`src/rtl/tfds_pkg.sv`:
```
// tfds_pkg: shared types and constants of the top-k footrule distance core
// no dependencies; imported by tfds_cell and topk_footrule_distance_sum_core
`default_nettype none

package tfds_pkg;

  // fixed field widths of the transaction ports
  localparam int unsigned CMD_W       = 2;
  localparam int unsigned ITEM_PORT_W = 16;
  localparam int unsigned IMP_W       = 16;
  localparam int unsigned TOTAL_W     = 40;
  localparam int unsigned LEN_W       = 6;

  // list length after reset
  localparam logic [LEN_W-1:0] LEN_RESET = 6'd32;

  // input commands
  typedef enum logic [CMD_W-1:0] {
    CMD_CAND = 2'd0,
    CMD_REF  = 2'd1,
    CMD_EMIT = 2'd2
  } cmd_e;

  // compare pass sequencer
  typedef enum logic [2:0] {
    ST_IDLE,
    ST_INJECT,
    ST_DRAIN,
    ST_MUL,
    ST_ACC
  } state_e;

  // broadcast control from the sequencer to every cell
  typedef struct packed {
    logic start;      // clear match state for a new pass
    logic cand_we;    // candidate write at the broadcast index
    logic ref_we;     // reference write at the broadcast index
    logic ref_shift;  // move reference entries one cell toward the head
  } cell_ctl_t;

endpackage

`default_nettype wire

```
`src/rtl/topk_footrule_distance_sum_core.sv`:
```
// topk_footrule_distance_sum_core: top level, depends on tfds_pkg and tfds_cell
// items load one per cycle when in_stall_o is low; the transaction that completes a reference list
// starts a compare pass of k reference tokens and one sum token through the MAX_LIST_LENGTH-cell
// chain, then one multiply and one saturating add; the input stalls until the pass returns to idle;
// an emit shows its result next cycle; reset clears fill counts, weight, total, flag and control;
// list entries stay undefined
`default_nettype none

module topk_footrule_distance_sum_core import tfds_pkg::*; #(
  parameter int unsigned MAX_LIST_LENGTH = 32,
  parameter int unsigned ITEM_BITS       = 16
) (
  input  wire logic                   clk_i,
  input  wire logic                   rst_ni,
  input  wire logic                   cfg_we_i,
  input  wire logic [LEN_W-1:0]       cfg_wdata_i,
  input  wire logic                   in_valid_i,
  output logic                        in_stall_o,
  input  wire logic [CMD_W-1:0]       in_cmd_i,
  input  wire logic [ITEM_PORT_W-1:0] in_item_i,
  input  wire logic [IMP_W-1:0]       in_importance_i,
  output logic                        out_valid_o,
  input  wire logic                   out_stall_i,
  output logic [TOTAL_W-1:0]          out_total_distance_o,
  output logic                        out_saturated_o
);

  localparam int unsigned IDX_W   = $clog2(MAX_LIST_LENGTH);
  localparam int unsigned K_W     = $clog2(MAX_LIST_LENGTH + 1);
  localparam int unsigned STORE_W = (ITEM_BITS < ITEM_PORT_W) ? ITEM_BITS : ITEM_PORT_W;
  localparam int unsigned DIST_W  = $clog2(2 * MAX_LIST_LENGTH * MAX_LIST_LENGTH + 1);
  localparam int unsigned PROD_W  = DIST_W + IMP_W;
  localparam int unsigned TOK_W   = 3 + IDX_W + STORE_W + DIST_W;

  typedef struct packed {
    logic               valid;
    logic               last;
    logic               found;
    logic [IDX_W-1:0]   idx;
    logic [STORE_W-1:0] value;
    logic [DIST_W-1:0]  dsum;
  } tok_t;

  state_e              state_q, state_d;
  logic [LEN_W-1:0]    len_q;
  logic [K_W-1:0]      k_eff;
  logic [K_W-1:0]      cand_fill_q, cand_fill_d;
  logic [K_W-1:0]      ref_fill_q, ref_fill_d;
  logic [K_W-1:0]      cand_pos, ref_pos;
  logic [IMP_W-1:0]    weight_q, weight_d;
  logic [K_W-1:0]      cnt_q, cnt_d;
  logic [DIST_W-1:0]   miss_q, miss_d;
  logic [DIST_W-1:0]   dist_q, dist_d;
  logic [PROD_W-1:0]   prod_q;
  logic [TOTAL_W-1:0]  total_q, total_d;
  logic                sat_q, sat_d;
  logic                out_valid_q, out_valid_d;
  logic [TOTAL_W-1:0]  out_total_q;
  logic                out_sat_q;
  logic [TOTAL_W:0]    sum_wide;
  logic                in_acc;
  logic                ref_done;
  logic [STORE_W-1:0]  item_m;
  cell_ctl_t           ctl;
  logic [IDX_W-1:0]    wr_idx;
  tok_t                inject;
  tok_t                exit_tok;
  logic [TOK_W-1:0]    tok_w [MAX_LIST_LENGTH+1];
  logic [STORE_W-1:0]  ref_w [MAX_LIST_LENGTH+1];

  // configuration register
  always_ff @(posedge clk_i or negedge rst_ni) begin
    if (!rst_ni) begin
      len_q <= LEN_RESET;
    end else if (cfg_we_i) begin
      len_q <= cfg_wdata_i;
    end
  end

  // effective list length, clamped to 1..MAX_LIST_LENGTH
  always_comb begin
    if (len_q == '0) begin
      k_eff = K_W'(1);
    end else if (32'(len_q) > MAX_LIST_LENGTH) begin
      k_eff = K_W'(MAX_LIST_LENGTH);
    end else begin
      k_eff = K_W'(len_q);
    end
  end

  // input handshake
  assign in_stall_o = (state_q != ST_IDLE) ||
                      ((in_cmd_i == CMD_EMIT) && out_valid_q && out_stall_i);
  assign in_acc     = in_valid_i && !in_stall_o;
  assign item_m     = STORE_W'(in_item_i);

  // fill positions, restarting a list that is full under the current length
  assign cand_pos = (cand_fill_q >= k_eff) ? '0 : cand_fill_q;
  assign ref_pos  = (ref_fill_q >= k_eff) ? '0 : ref_fill_q;
  assign ref_done = in_acc && (in_cmd_i == CMD_REF) && ((ref_pos + K_W'(1)) == k_eff);

  // sequencer, list loading, totals and output register
  always_comb begin
    state_d      = state_q;
    cand_fill_d  = cand_fill_q;
    ref_fill_d   = ref_fill_q;
    weight_d     = weight_q;
    cnt_d        = cnt_q;
    miss_d       = miss_q;
    dist_d       = dist_q;
    total_d      = total_q;
    sat_d        = sat_q;
    out_valid_d  = out_valid_q && out_stall_i;
    ctl          = '0;
    wr_idx       = IDX_W'(cand_pos);
    inject       = '0;
    sum_wide     = {1'b0, total_q} + (TOTAL_W + 1)'(prod_q);

    // reference tokens that left the chain unmatched
    if (exit_tok.valid && !exit_tok.last && !exit_tok.found) begin
      miss_d = miss_q + DIST_W'(k_eff - K_W'(exit_tok.idx));
    end

    case (state_q)
      ST_IDLE: begin
        if (in_acc) begin
          case (cmd_e'(in_cmd_i))
            CMD_CAND: begin
              ctl.cand_we = 1'b1;
              wr_idx      = IDX_W'(cand_pos);
              cand_fill_d = cand_pos + K_W'(1);
            end
            CMD_REF: begin
              ctl.ref_we = 1'b1;
              wr_idx     = IDX_W'(ref_pos);
              if (ref_pos == '0) begin
                weight_d = in_importance_i;
              end
              if (ref_done) begin
                ctl.start  = 1'b1;
                ref_fill_d = '0;
                cnt_d      = '0;
                miss_d     = '0;
                state_d    = ST_INJECT;
              end else begin
                ref_fill_d = ref_pos + K_W'(1);
              end
            end
            CMD_EMIT: begin
              out_valid_d = 1'b1;
              total_d     = '0;
              sat_d       = 1'b0;
            end
            default: begin
            end
          endcase
        end
      end
      ST_INJECT: begin
        inject.valid = 1'b1;
        inject.idx   = IDX_W'(cnt_q);
        inject.value = ref_w[0];
        if (cnt_q == k_eff) begin
          inject.last = 1'b1;
          state_d     = ST_DRAIN;
        end else begin
          ctl.ref_shift = 1'b1;
          cnt_d         = cnt_q + K_W'(1);
        end
      end
      ST_DRAIN: begin
        if (exit_tok.valid && exit_tok.last) begin
          dist_d  = exit_tok.dsum + miss_q;
          state_d = ST_MUL;
        end
      end
      ST_MUL: begin
        state_d = ST_ACC;
      end
      ST_ACC: begin
        if (sum_wide >= {1'b0, {TOTAL_W{1'b1}}}) begin
          total_d = '1;
          sat_d   = 1'b1;
        end else begin
          total_d = sum_wide[TOTAL_W-1:0];
        end
        state_d = ST_IDLE;
      end
      default: begin
        state_d = ST_IDLE;
      end
    endcase
  end

  always_ff @(posedge clk_i or negedge rst_ni) begin
    if (!rst_ni) begin
      state_q     <= ST_IDLE;
      cand_fill_q <= '0;
      ref_fill_q  <= '0;
      weight_q    <= '0;
      cnt_q       <= '0;
      miss_q      <= '0;
      total_q     <= '0;
      sat_q       <= 1'b0;
      out_valid_q <= 1'b0;
    end else begin
      state_q     <= state_d;
      cand_fill_q <= cand_fill_d;
      ref_fill_q  <= ref_fill_d;
      weight_q    <= weight_d;
      cnt_q       <= cnt_d;
      miss_q      <= miss_d;
      total_q     <= total_d;
      sat_q       <= sat_d;
      out_valid_q <= out_valid_d;
    end
  end

  // datapath registers: distance, product, emitted total
  always_ff @(posedge clk_i) begin
    dist_q <= dist_d;
    if (state_q == ST_MUL) begin
      prod_q <= PROD_W'(dist_q) * PROD_W'(weight_q);
    end
    if (state_q == ST_IDLE && in_acc && in_cmd_i == CMD_EMIT) begin
      out_total_q <= total_q;
      out_sat_q   <= sat_q;
    end
  end

  assign out_valid_o          = out_valid_q;
  assign out_total_distance_o = out_total_q;
  assign out_saturated_o      = out_sat_q;

  // chain of cells
  assign tok_w[0]               = inject;
  assign ref_w[MAX_LIST_LENGTH] = '0;
  assign exit_tok               = tok_w[MAX_LIST_LENGTH];

  for (genvar g = 0; g < MAX_LIST_LENGTH; g++) begin : g_cell
    tfds_cell #(
      .IDX     (g),
      .IDX_W   (IDX_W),
      .K_W     (K_W),
      .STORE_W (STORE_W),
      .DIST_W  (DIST_W)
    ) u_cell (
      .clk_i      (clk_i),
      .rst_ni     (rst_ni),
      .k_i        (k_eff),
      .ctl_i      (ctl),
      .wr_idx_i   (wr_idx),
      .wr_item_i  (item_m),
      .ref_next_i (ref_w[g+1]),
      .ref_o      (ref_w[g]),
      .tok_i      (tok_w[g]),
      .tok_o      (tok_w[g+1])
    );
  end

  // a compare pass holds off new transactions
  a_busy_stalls: assert property (@(posedge clk_i) disable iff (!rst_ni)
    (state_q != ST_IDLE) |-> in_stall_o)
    else $error("transaction accepted during compare pass");

  // the closing token only leaves the chain while the sequencer waits for it
  a_last_in_drain: assert property (@(posedge clk_i) disable iff (!rst_ni)
    (exit_tok.valid && exit_tok.last) |-> (state_q == ST_DRAIN))
    else $error("closing token outside drain");

  // token injection never runs past the list length
  a_cnt_bound: assert property (@(posedge clk_i) disable iff (!rst_ni)
    (state_q == ST_INJECT) |-> (cnt_q <= k_eff))
    else $error("injection count beyond list length");

  // a saturated result carries the full-scale total
  a_sat_total: assert property (@(posedge clk_i) disable iff (!rst_ni)
    (out_valid_o && out_saturated_o) |-> (out_total_distance_o == {TOTAL_W{1'b1}}))
    else $error("saturated flag without full-scale total");

  // the accumulate step hands back to idle
  a_acc_idle: assert property (@(posedge clk_i) disable iff (!rst_ni)
    (state_q == ST_ACC) |=> (state_q == ST_IDLE))
    else $error("accumulate step not followed by idle");

endmodule

`default_nettype wire

```
`src/rtl/tfds_cell.sv`:
```
// tfds_cell: one position of the candidate/reference lists plus one token stage
// depends on tfds_pkg (cell_ctl_t)
`default_nettype none

module tfds_cell import tfds_pkg::*; #(
  parameter int unsigned IDX     = 0,
  parameter int unsigned IDX_W   = 5,
  parameter int unsigned K_W     = 6,
  parameter int unsigned STORE_W = 16,
  parameter int unsigned DIST_W  = 12
) (
  input  wire logic                                   clk_i,
  input  wire logic                                   rst_ni,
  input  wire logic [K_W-1:0]                         k_i,
  input  wire cell_ctl_t                              ctl_i,
  input  wire logic [IDX_W-1:0]                       wr_idx_i,
  input  wire logic [STORE_W-1:0]                     wr_item_i,
  input  wire logic [STORE_W-1:0]                     ref_next_i,
  output logic      [STORE_W-1:0]                     ref_o,
  input  wire logic [3+IDX_W+STORE_W+DIST_W-1:0]      tok_i,
  output logic      [3+IDX_W+STORE_W+DIST_W-1:0]      tok_o
);

  typedef struct packed {
    logic               valid;
    logic               last;   // closing token that collects the candidate sum
    logic               found;
    logic [IDX_W-1:0]   idx;
    logic [STORE_W-1:0] value;
    logic [DIST_W-1:0]  dsum;
  } tok_t;

  localparam logic [IDX_W-1:0] MY_IDX = IDX_W'(IDX);
  localparam logic [K_W-1:0]   MY_K   = K_W'(IDX);

  logic [STORE_W-1:0] cand_q;
  logic [STORE_W-1:0] ref_q;
  logic               matched_q;
  logic [IDX_W-1:0]   pos_q;
  tok_t               tok_in;
  tok_t               tok_d, tok_q;
  logic               active;
  logic               hit;
  logic [IDX_W-1:0]   pos_diff;
  logic [DIST_W-1:0]  contrib;

  assign tok_in = tok_t'(tok_i);

  // list storage, written at its own index; reference entries shift toward the head
  always_ff @(posedge clk_i) begin
    if (ctl_i.cand_we && wr_idx_i == MY_IDX) begin
      cand_q <= wr_item_i;
    end
    if (ctl_i.ref_we && wr_idx_i == MY_IDX) begin
      ref_q <= wr_item_i;
    end else if (ctl_i.ref_shift) begin
      ref_q <= ref_next_i;
    end
  end

  assign ref_o = ref_q;

  // match against passing reference tokens
  assign active = MY_K < k_i;
  assign hit    = active && tok_in.valid && !tok_in.last && (cand_q == tok_in.value);

  // first match wins since tokens arrive in increasing index order
  always_ff @(posedge clk_i or negedge rst_ni) begin
    if (!rst_ni) begin
      matched_q <= 1'b0;
    end else if (ctl_i.start) begin
      matched_q <= 1'b0;
    end else if (hit) begin
      matched_q <= 1'b1;
    end
  end

  always_ff @(posedge clk_i) begin
    if (hit && !matched_q) begin
      pos_q <= tok_in.idx;
    end
  end

  // candidate term of this position
  always_comb begin
    pos_diff = (MY_IDX >= pos_q) ? (MY_IDX - pos_q) : (pos_q - MY_IDX);
    if (!active) begin
      contrib = '0;
    end else if (matched_q) begin
      contrib = DIST_W'(pos_diff);
    end else begin
      contrib = DIST_W'(k_i - MY_K);
    end
  end

  // token stage toward the next cell
  always_comb begin
    tok_d       = tok_in;
    tok_d.found = tok_in.found | hit;
    if (tok_in.valid && tok_in.last) begin
      tok_d.dsum = tok_in.dsum + contrib;
    end
  end

  always_ff @(posedge clk_i or negedge rst_ni) begin
    if (!rst_ni) begin
      tok_q <= '0;
    end else begin
      tok_q <= tok_d;
    end
  end

  assign tok_o = tok_q;

endmodule

`default_nettype wire
```
`config.mk`:
```
export PLATFORM = sky130hd
export DESIGN_NAME = topk_footrule_distance_sum_core
export DESIGN_NICKNAME = d
export VERILOG_FILES = /design/src/rtl/tfds_pkg.sv /design/src/rtl/topk_footrule_distance_sum_core.sv /design/src/rtl/tfds_cell.sv
export SDC_FILE = /design/constraint.sdc
export NUM_CORES = 2
export LEC_CHECK = 0
export BUFFER_PORTS_ARGS = -buffer_cell sky130_fd_sc_hd__buf_2
export CELL_PAD_IN_SITES_DETAIL_PLACEMENT = 1
export CELL_PAD_IN_SITES_GLOBAL_PLACEMENT = 1
export CORE_ASPECT_RATIO = 0.5
export CORE_MARGIN = 5
export CORE_UTILIZATION = 40
export CTS_CLUSTER_DIAMETER = 200
export DETAILED_ROUTE_END_ITERATION = 7
export PLACE_DENSITY = 0.59
export SETUP_SLACK_MARGIN = 0.1
export SLEW_MARGIN = 40
export SYNTH_ARGS = -nofsm -noshare
export SYNTH_HDL_FRONTEND = slang
export SYNTH_SLANG_ARGS = --single-unit
```
`constraint.sdc`:
```
create_clock -name clk_i -period 11.7 [get_ports clk_i]
set_input_delay 1.755 -clock clk_i [delete_from_list [all_inputs] [get_ports clk_i]]
set_output_delay 1.755 -clock clk_i [all_outputs]
set_load 0.005 [all_outputs]
```
# == Word level (Yosys, flattened, before mapping) ==
# Index checks and enable logic that the tools add are counted.
# W data, S select, Z words.
# op_classes
reduce_logical,383
add_sub_neg,132
bitwise_logic,31
n_eq_ne,79
muxes,302
n_lt_le_gt_ge,68
n_mul,1
# op_table
cell,n
$mux W12,100
$mux W16,64
$eq A16 B16 Y1,32
$add A12 B12 Y12,33
$logic_and A1 B1 Y1,235
$mux W5,35
$reduce_bool A2 Y1,66
$mux W40,3
$sub A6 B5 Y7 const B,16
$lt A5 B6 Y1 const A,16
$eq A5 B5 Y1 const B,16
$ge A5 B5 Y1 const A,16
$pmux W40 S2,1
$sub A5 B5 Y5 const A,16
$sub A5 B5 Y5 const B,16
$mux W1,77
$logic_not A1 Y1,67
$mux W6,10
$sub A6 B4 Y7 const B,8
$lt A4 B6 Y1 const A,8
$add A40 B28 Y41,1
$ge A41 B40 Y1 const B,1
$eq A5 B4 Y1 const B,8
$ge A4 B5 Y1 const A,8
50 further kinds,143
# totals
in_bits,45
wordCells,1329
reg_bits,2530

# == Logic depth before layout (Yosys ltp) ==
# depth
ltp_word,14
ltp_mapped,25
depth_no_buf,23

# == By module ==
# From an unflattened synthesis, not the netlist that was laid out.
# hier_totals
cells_unflattened,10111
hier_area_um2,125450.3
# modules_own_cells
module,cells_per_inst,n_inst,area_each_um2,seq_area_each_um2
topk_footrule_distance_sum_core,1779,1,16573.4,4860.9
tfds_cell at g_cell[14].u_cell,279,1,3532.1,2037.0
tfds_cell at g_cell[18].u_cell,275,1,3529.6,2037.0
tfds_cell at g_cell[10].u_cell,272,1,3510.9,2037.0
tfds_cell at g_cell[2].u_cell,275,1,3505.9,2037.0
tfds_cell at g_cell[11].u_cell,272,1,3488.3,2037.0
tfds_cell at g_cell[6].u_cell,272,1,3465.8,2037.0
tfds_cell at g_cell[5].u_cell,270,1,3455.8,2037.0
tfds_cell at g_cell[13].u_cell,271,1,3453.3,2037.0
tfds_cell at g_cell[25].u_cell,267,1,3452.1,2037.0
tfds_cell at g_cell[9].u_cell,266,1,3443.3,2037.0
tfds_cell at g_cell[3].u_cell,277,1,3442.1,2037.0
tfds_cell at g_cell[7].u_cell,262,1,3437.0,2037.0
tfds_cell at g_cell[17].u_cell,267,1,3427.0,2037.0
19 more rows,n/a,n/a,n/a,n/a

# == Worst setup path after synthesis ==
# Ideal clock, no wire load.
# synth_timing
path_type,flip-flop to flip-flop
from,reg dist_q[3]
to,reg prod_q[27] (data pin)
arrival_time_ns,5.263
period_less_slack_ns,5.531
path_slack_ns,6.169
path_stages_with_launch,23
t_required_ns,11.432
cell_sequence,edfxtp_1 > clkbuf_1 > nand2_1 > fa_1 > fa_1 > inv_1 > fa_1 > fa_1 > inv_1 > fa_1 > inv_1 > ha_1 > nor3_1 > o21ai_0 > a31oi_1 > nor2b_1 > o21a_1 > o21a_1 > o221ai_1 > a21oi_1 > a21o_1 > o41ai_1 > xnor2_1
# synth_between
elab_chain_len,1
# synth_lines
element,line_no,text
start: declaration,topk_footrule_distance_sum_core.sv:53,"logic [DIST_W-1:0] dist_q, dist_d;"
start signal: assignment,topk_footrule_distance_sum_core.sv:221,dist_q <= dist_d;
$mul A12 B16 Y28,topk_footrule_distance_sum_core.sv:223,prod_q <= PROD_W'(dist_q) * PROD_W'(weight_q);
end signal: assignment,topk_footrule_distance_sum_core.sv:223,
end: declaration,topk_footrule_distance_sum_core.sv:54,logic [PROD_W-1:0] prod_q;
# Every way passes these cells.
# A chain may end at the register's enable or synchronous reset.

==> flow_summary.json <==
{
  "synthCells": 9325,
  "synth_enable_flop_cells": 1265,
  "mostFrequentLayoutCells": "edfxtp_1, dfrtp_1, nor2_1",
  "finalClockSkew_ns": 0.1521,
  "period_minus_slack_ns": 7.504,
  "tightestPinTransition_ns": 0.9047,
  "wl_per_cell_um": 23.95,
  "grt_overflow": 0,
  "ys_warn_count": 0,
  "setup_viol": 0,
  "port_buffers": 87,
  "synth_top_area_share": 0.3204,
  "grt_max_degree": 144,
  "slew_headroom": 0.3969,
  "setup_ws_ns": 4.196,
  "arrival_ns": 8.27,
  "grt_usage": 0.2110,
  "synth_top_area_cell": "edfxtp_1",
  "post_synth.cell_area_avg_um2": 12.71,
  "layout-drive-gt1-share": 0.1293,
  "coreArea_mm2": 0.2951,
  "p_leak_uw": 0.05586,
  "drv_slew": 0,
  "clock-sinks": 2524,
  "start_util": 0.4016,
  "synth_seq_cells": 2524,
  "fmax_mhz": 133.3,
  "synthDistinctLibCells": 101,
  "gp_congestion": 0.8503,
  "max-cap-violations": 0,
  "cts_tree": "yes",
  "dieArea_mm2": 0.3080,
  "ys_async_sr_fraction": 0.4988,
  "status": "finished, final reports clean",
  "pwr_density_cell_mw_per_mm2": 214.6,
  "p_seq_frac": 0.413,
  "grt_pass1_wl_um": 495200,
  "p_comb_frac": 0.295,
  "grt_antenna_before_repair": 23,
  "fp.dieH_um": 394.9,
  "ys_top_cells_by_area": "edfxtp_1, dfrtp_1, ha_1",
  "tns_ns": 0,
  "pwr-share-clk": 0.293,
  "wl_um": 327100,
  "crit_type": "reg2reg",
  "io_pins": 88,
  "max-vdd-ir-drop_mv": 0.3892,
  "area_growth_pct": 12.23,
  "synth_top_flop_cell": "edfxtp_1",
  "cts-root-buf": "clkbuf_16",
  "min_period_over_period": 0.6414,
  "post-place-ws_ns": 4.404,
  "hold_path.class": "reg2reg",
  "final_common_cell": "edfxtp_1",
  "rsz0062_at_grt": "false",
  "drtIter0Drc": 4176,
  "vias_per_cell": 5.259,
  "cts_hold_buffers": 0,
  "drt_pass1_iterations": 5,
  "crit_path_start_kind": "register",
  "htree_levels": 4,
  "nNetsFinal": 10330,
  "postCtsResizedCells": 0,
  "cts_setup_buffers": 0,
  "end_kind": "register",
  "die-width_um": 779.9,
  "clkTransAtPathRegs_ns": 0.07,
  "vias": 71810,
  "clkLatencyLatePin_ns": 0.97,
  "rows": 141,
  "fillers": 30110,
  "ys_seq_area_frac": 0.5862,
  "p_int_uw": 18960,
  "worstPathMaxFanout": 43,
  "switchingPower_uw": 9599,
  "hold_violations": 0,
  "required_ns": 12.47,
  "grt_pass1_vias": 76400,
  "cts-root-to-sink-buffers": 4,
  "sw_frac_of_total": 0.3362,
  "cts_made_buffers": 236,
  "synth_area_mm2": 0.1185,
  "hpwl_um": 233700,
  "ant_nets": 0,
  "drc_errors": 0
}
## cell families after synthesis
logic type	Yosys count	share of synthesized area
DFF	2524	0.5862
xor gates and xnor gates	976	0.07211
AOI/OAI and AO/OA	1503	0.07925
muxes	604	0.05786
other	1	0.00003163
buffers and inverters	794	0.02667
and+or+nand+nor	2156	0.08581
adders and majority gates	767	0.09204
## stage by stage
step                      utilization  instances  cell area [µm²]  hold slack [ns]  total power [µW]
after global routing           0.4507      13650           133000           0.2883             30470
after CTS                      0.4502      13640           132900           0.2810             29020
after global placement         0.4201      13190           124000           0.3554             20350
after detailed placement       0.4219      13200           124500           0.3591             20540
final                          0.4508      13660           133000           0.2909             28550
after floorplan                     -       9333           118600           0.3494             17480
## Yosys cell counts (79+ instances only)
cell type,n
clkbuf_1,228
and2_1,123
nor4_1,79
ha_1,592
mux2_2,428
a21oi_1,386
fa_1,175
xor2_1,518
nand3_1,96
edfxtp_1,1265
xnor2_1,458
dfrtp_1,1258
a21o_1,94
nand2_1,687
o21ai_0,458
mux2_1,106
nor3_1,116
a211oi_1,87
inv_1,486
nor2_1,671
## worst paths after layout
path,start,to,slack [ns],depth (start not counted)
worst max-delay path,len_q[5],g_cell[18].u_cell.tok_o[10],4.20,24
worst min-delay path,g_cell[1].u_cell.tok_o[12],g_cell[2].u_cell.tok_o[12],0.29,0
worst max register to register,len_q[5],g_cell[18].u_cell.tok_o[10],4.20,24
worst min register to register,g_cell[1].u_cell.tok_o[12],g_cell[2].u_cell.tok_o[12],0.29,0
max in group asynchronous,rst_ni,g_cell[0].u_cell.tok_o[13],8.74,5
min in group asynchronous,rst_ni,weight_q[10],0.81,1
## critical path, cell delays in order, from the launching register on
cell and delay [ns]:
dfstp_2 0.52, buf_4 0.56, inv_2 0.49, nand2_1 0.66
clkinv_1 0.69, ha_1 0.67, inv_1 0.20, ha_1 0.37
o21ai_0 0.15, o21ai_1 0.46, nor2_1 0.12, ha_1 0.24
inv_1 0.08, fa_1 0.21, nor2b_1 0.06, o21ai_0 0.24
a21boi_0 0.17, o21ai_0 0.26, a21boi_0 0.17, o21ai_0 0.18
nand2b_1 0.11, a21o_1 0.20, a21oi_1 0.17, xor2_1 0.09
o21ai_0 0.28
## layer usage
layer	up-vias	GRT usage	part of all wire
met4	0	0.04244	0.020
met3	365	0.02730	0.039
met1	37170	0.3039	0.48
met2	1105	0.3439	0.46
li1	33170	-	-
met5	-	0	0
## area by class of cell
class	count	area, µm²	share of cell area
clock buffers	317	6656	0.05003
diodes	8	20.02	0.0001505
well taps	3932	4920	0.03698
inverters	492	1849	0.01390
multi-input cells	6015	46470	0.3493
flip-flops and latches	2524	69490	0.5223
repair buffers	246	1943	0.01461
clock inverters	121	1692	0.01271
## power by group through the flow
| stage | Clock (µW) | Combinational (µW) | Sequential [µW] |
|---|---|---|---|
| final | 8350 | 8420 | 11800 |
| after global routing | 8970 | 9600 | 11900 |
| after CTS | 8570 | 8640 | 11800 |
| after detailed placement | 0 | 8580 | 12000 |
| after global placement | 0 | 8400 | 12000 |
| after floorplan | 0 | 6180 | 11300 |
## registers in the layout (all words and copies together) (netlist names), 12 cells and up
name                     count
g_cell.u_cell.tok_o       1130
g_cell.u_cell.cand_q       512
g_cell.u_cell.ref_o        512
g_cell.u_cell.pos_q        160
out_total_distance_o        40
total_q                     40
g_cell.u_cell.matched_q     32
prod_q                      28
weight_q                    16
dist_q                      12
miss_q                      12
(Power assumes the default switching activity.)
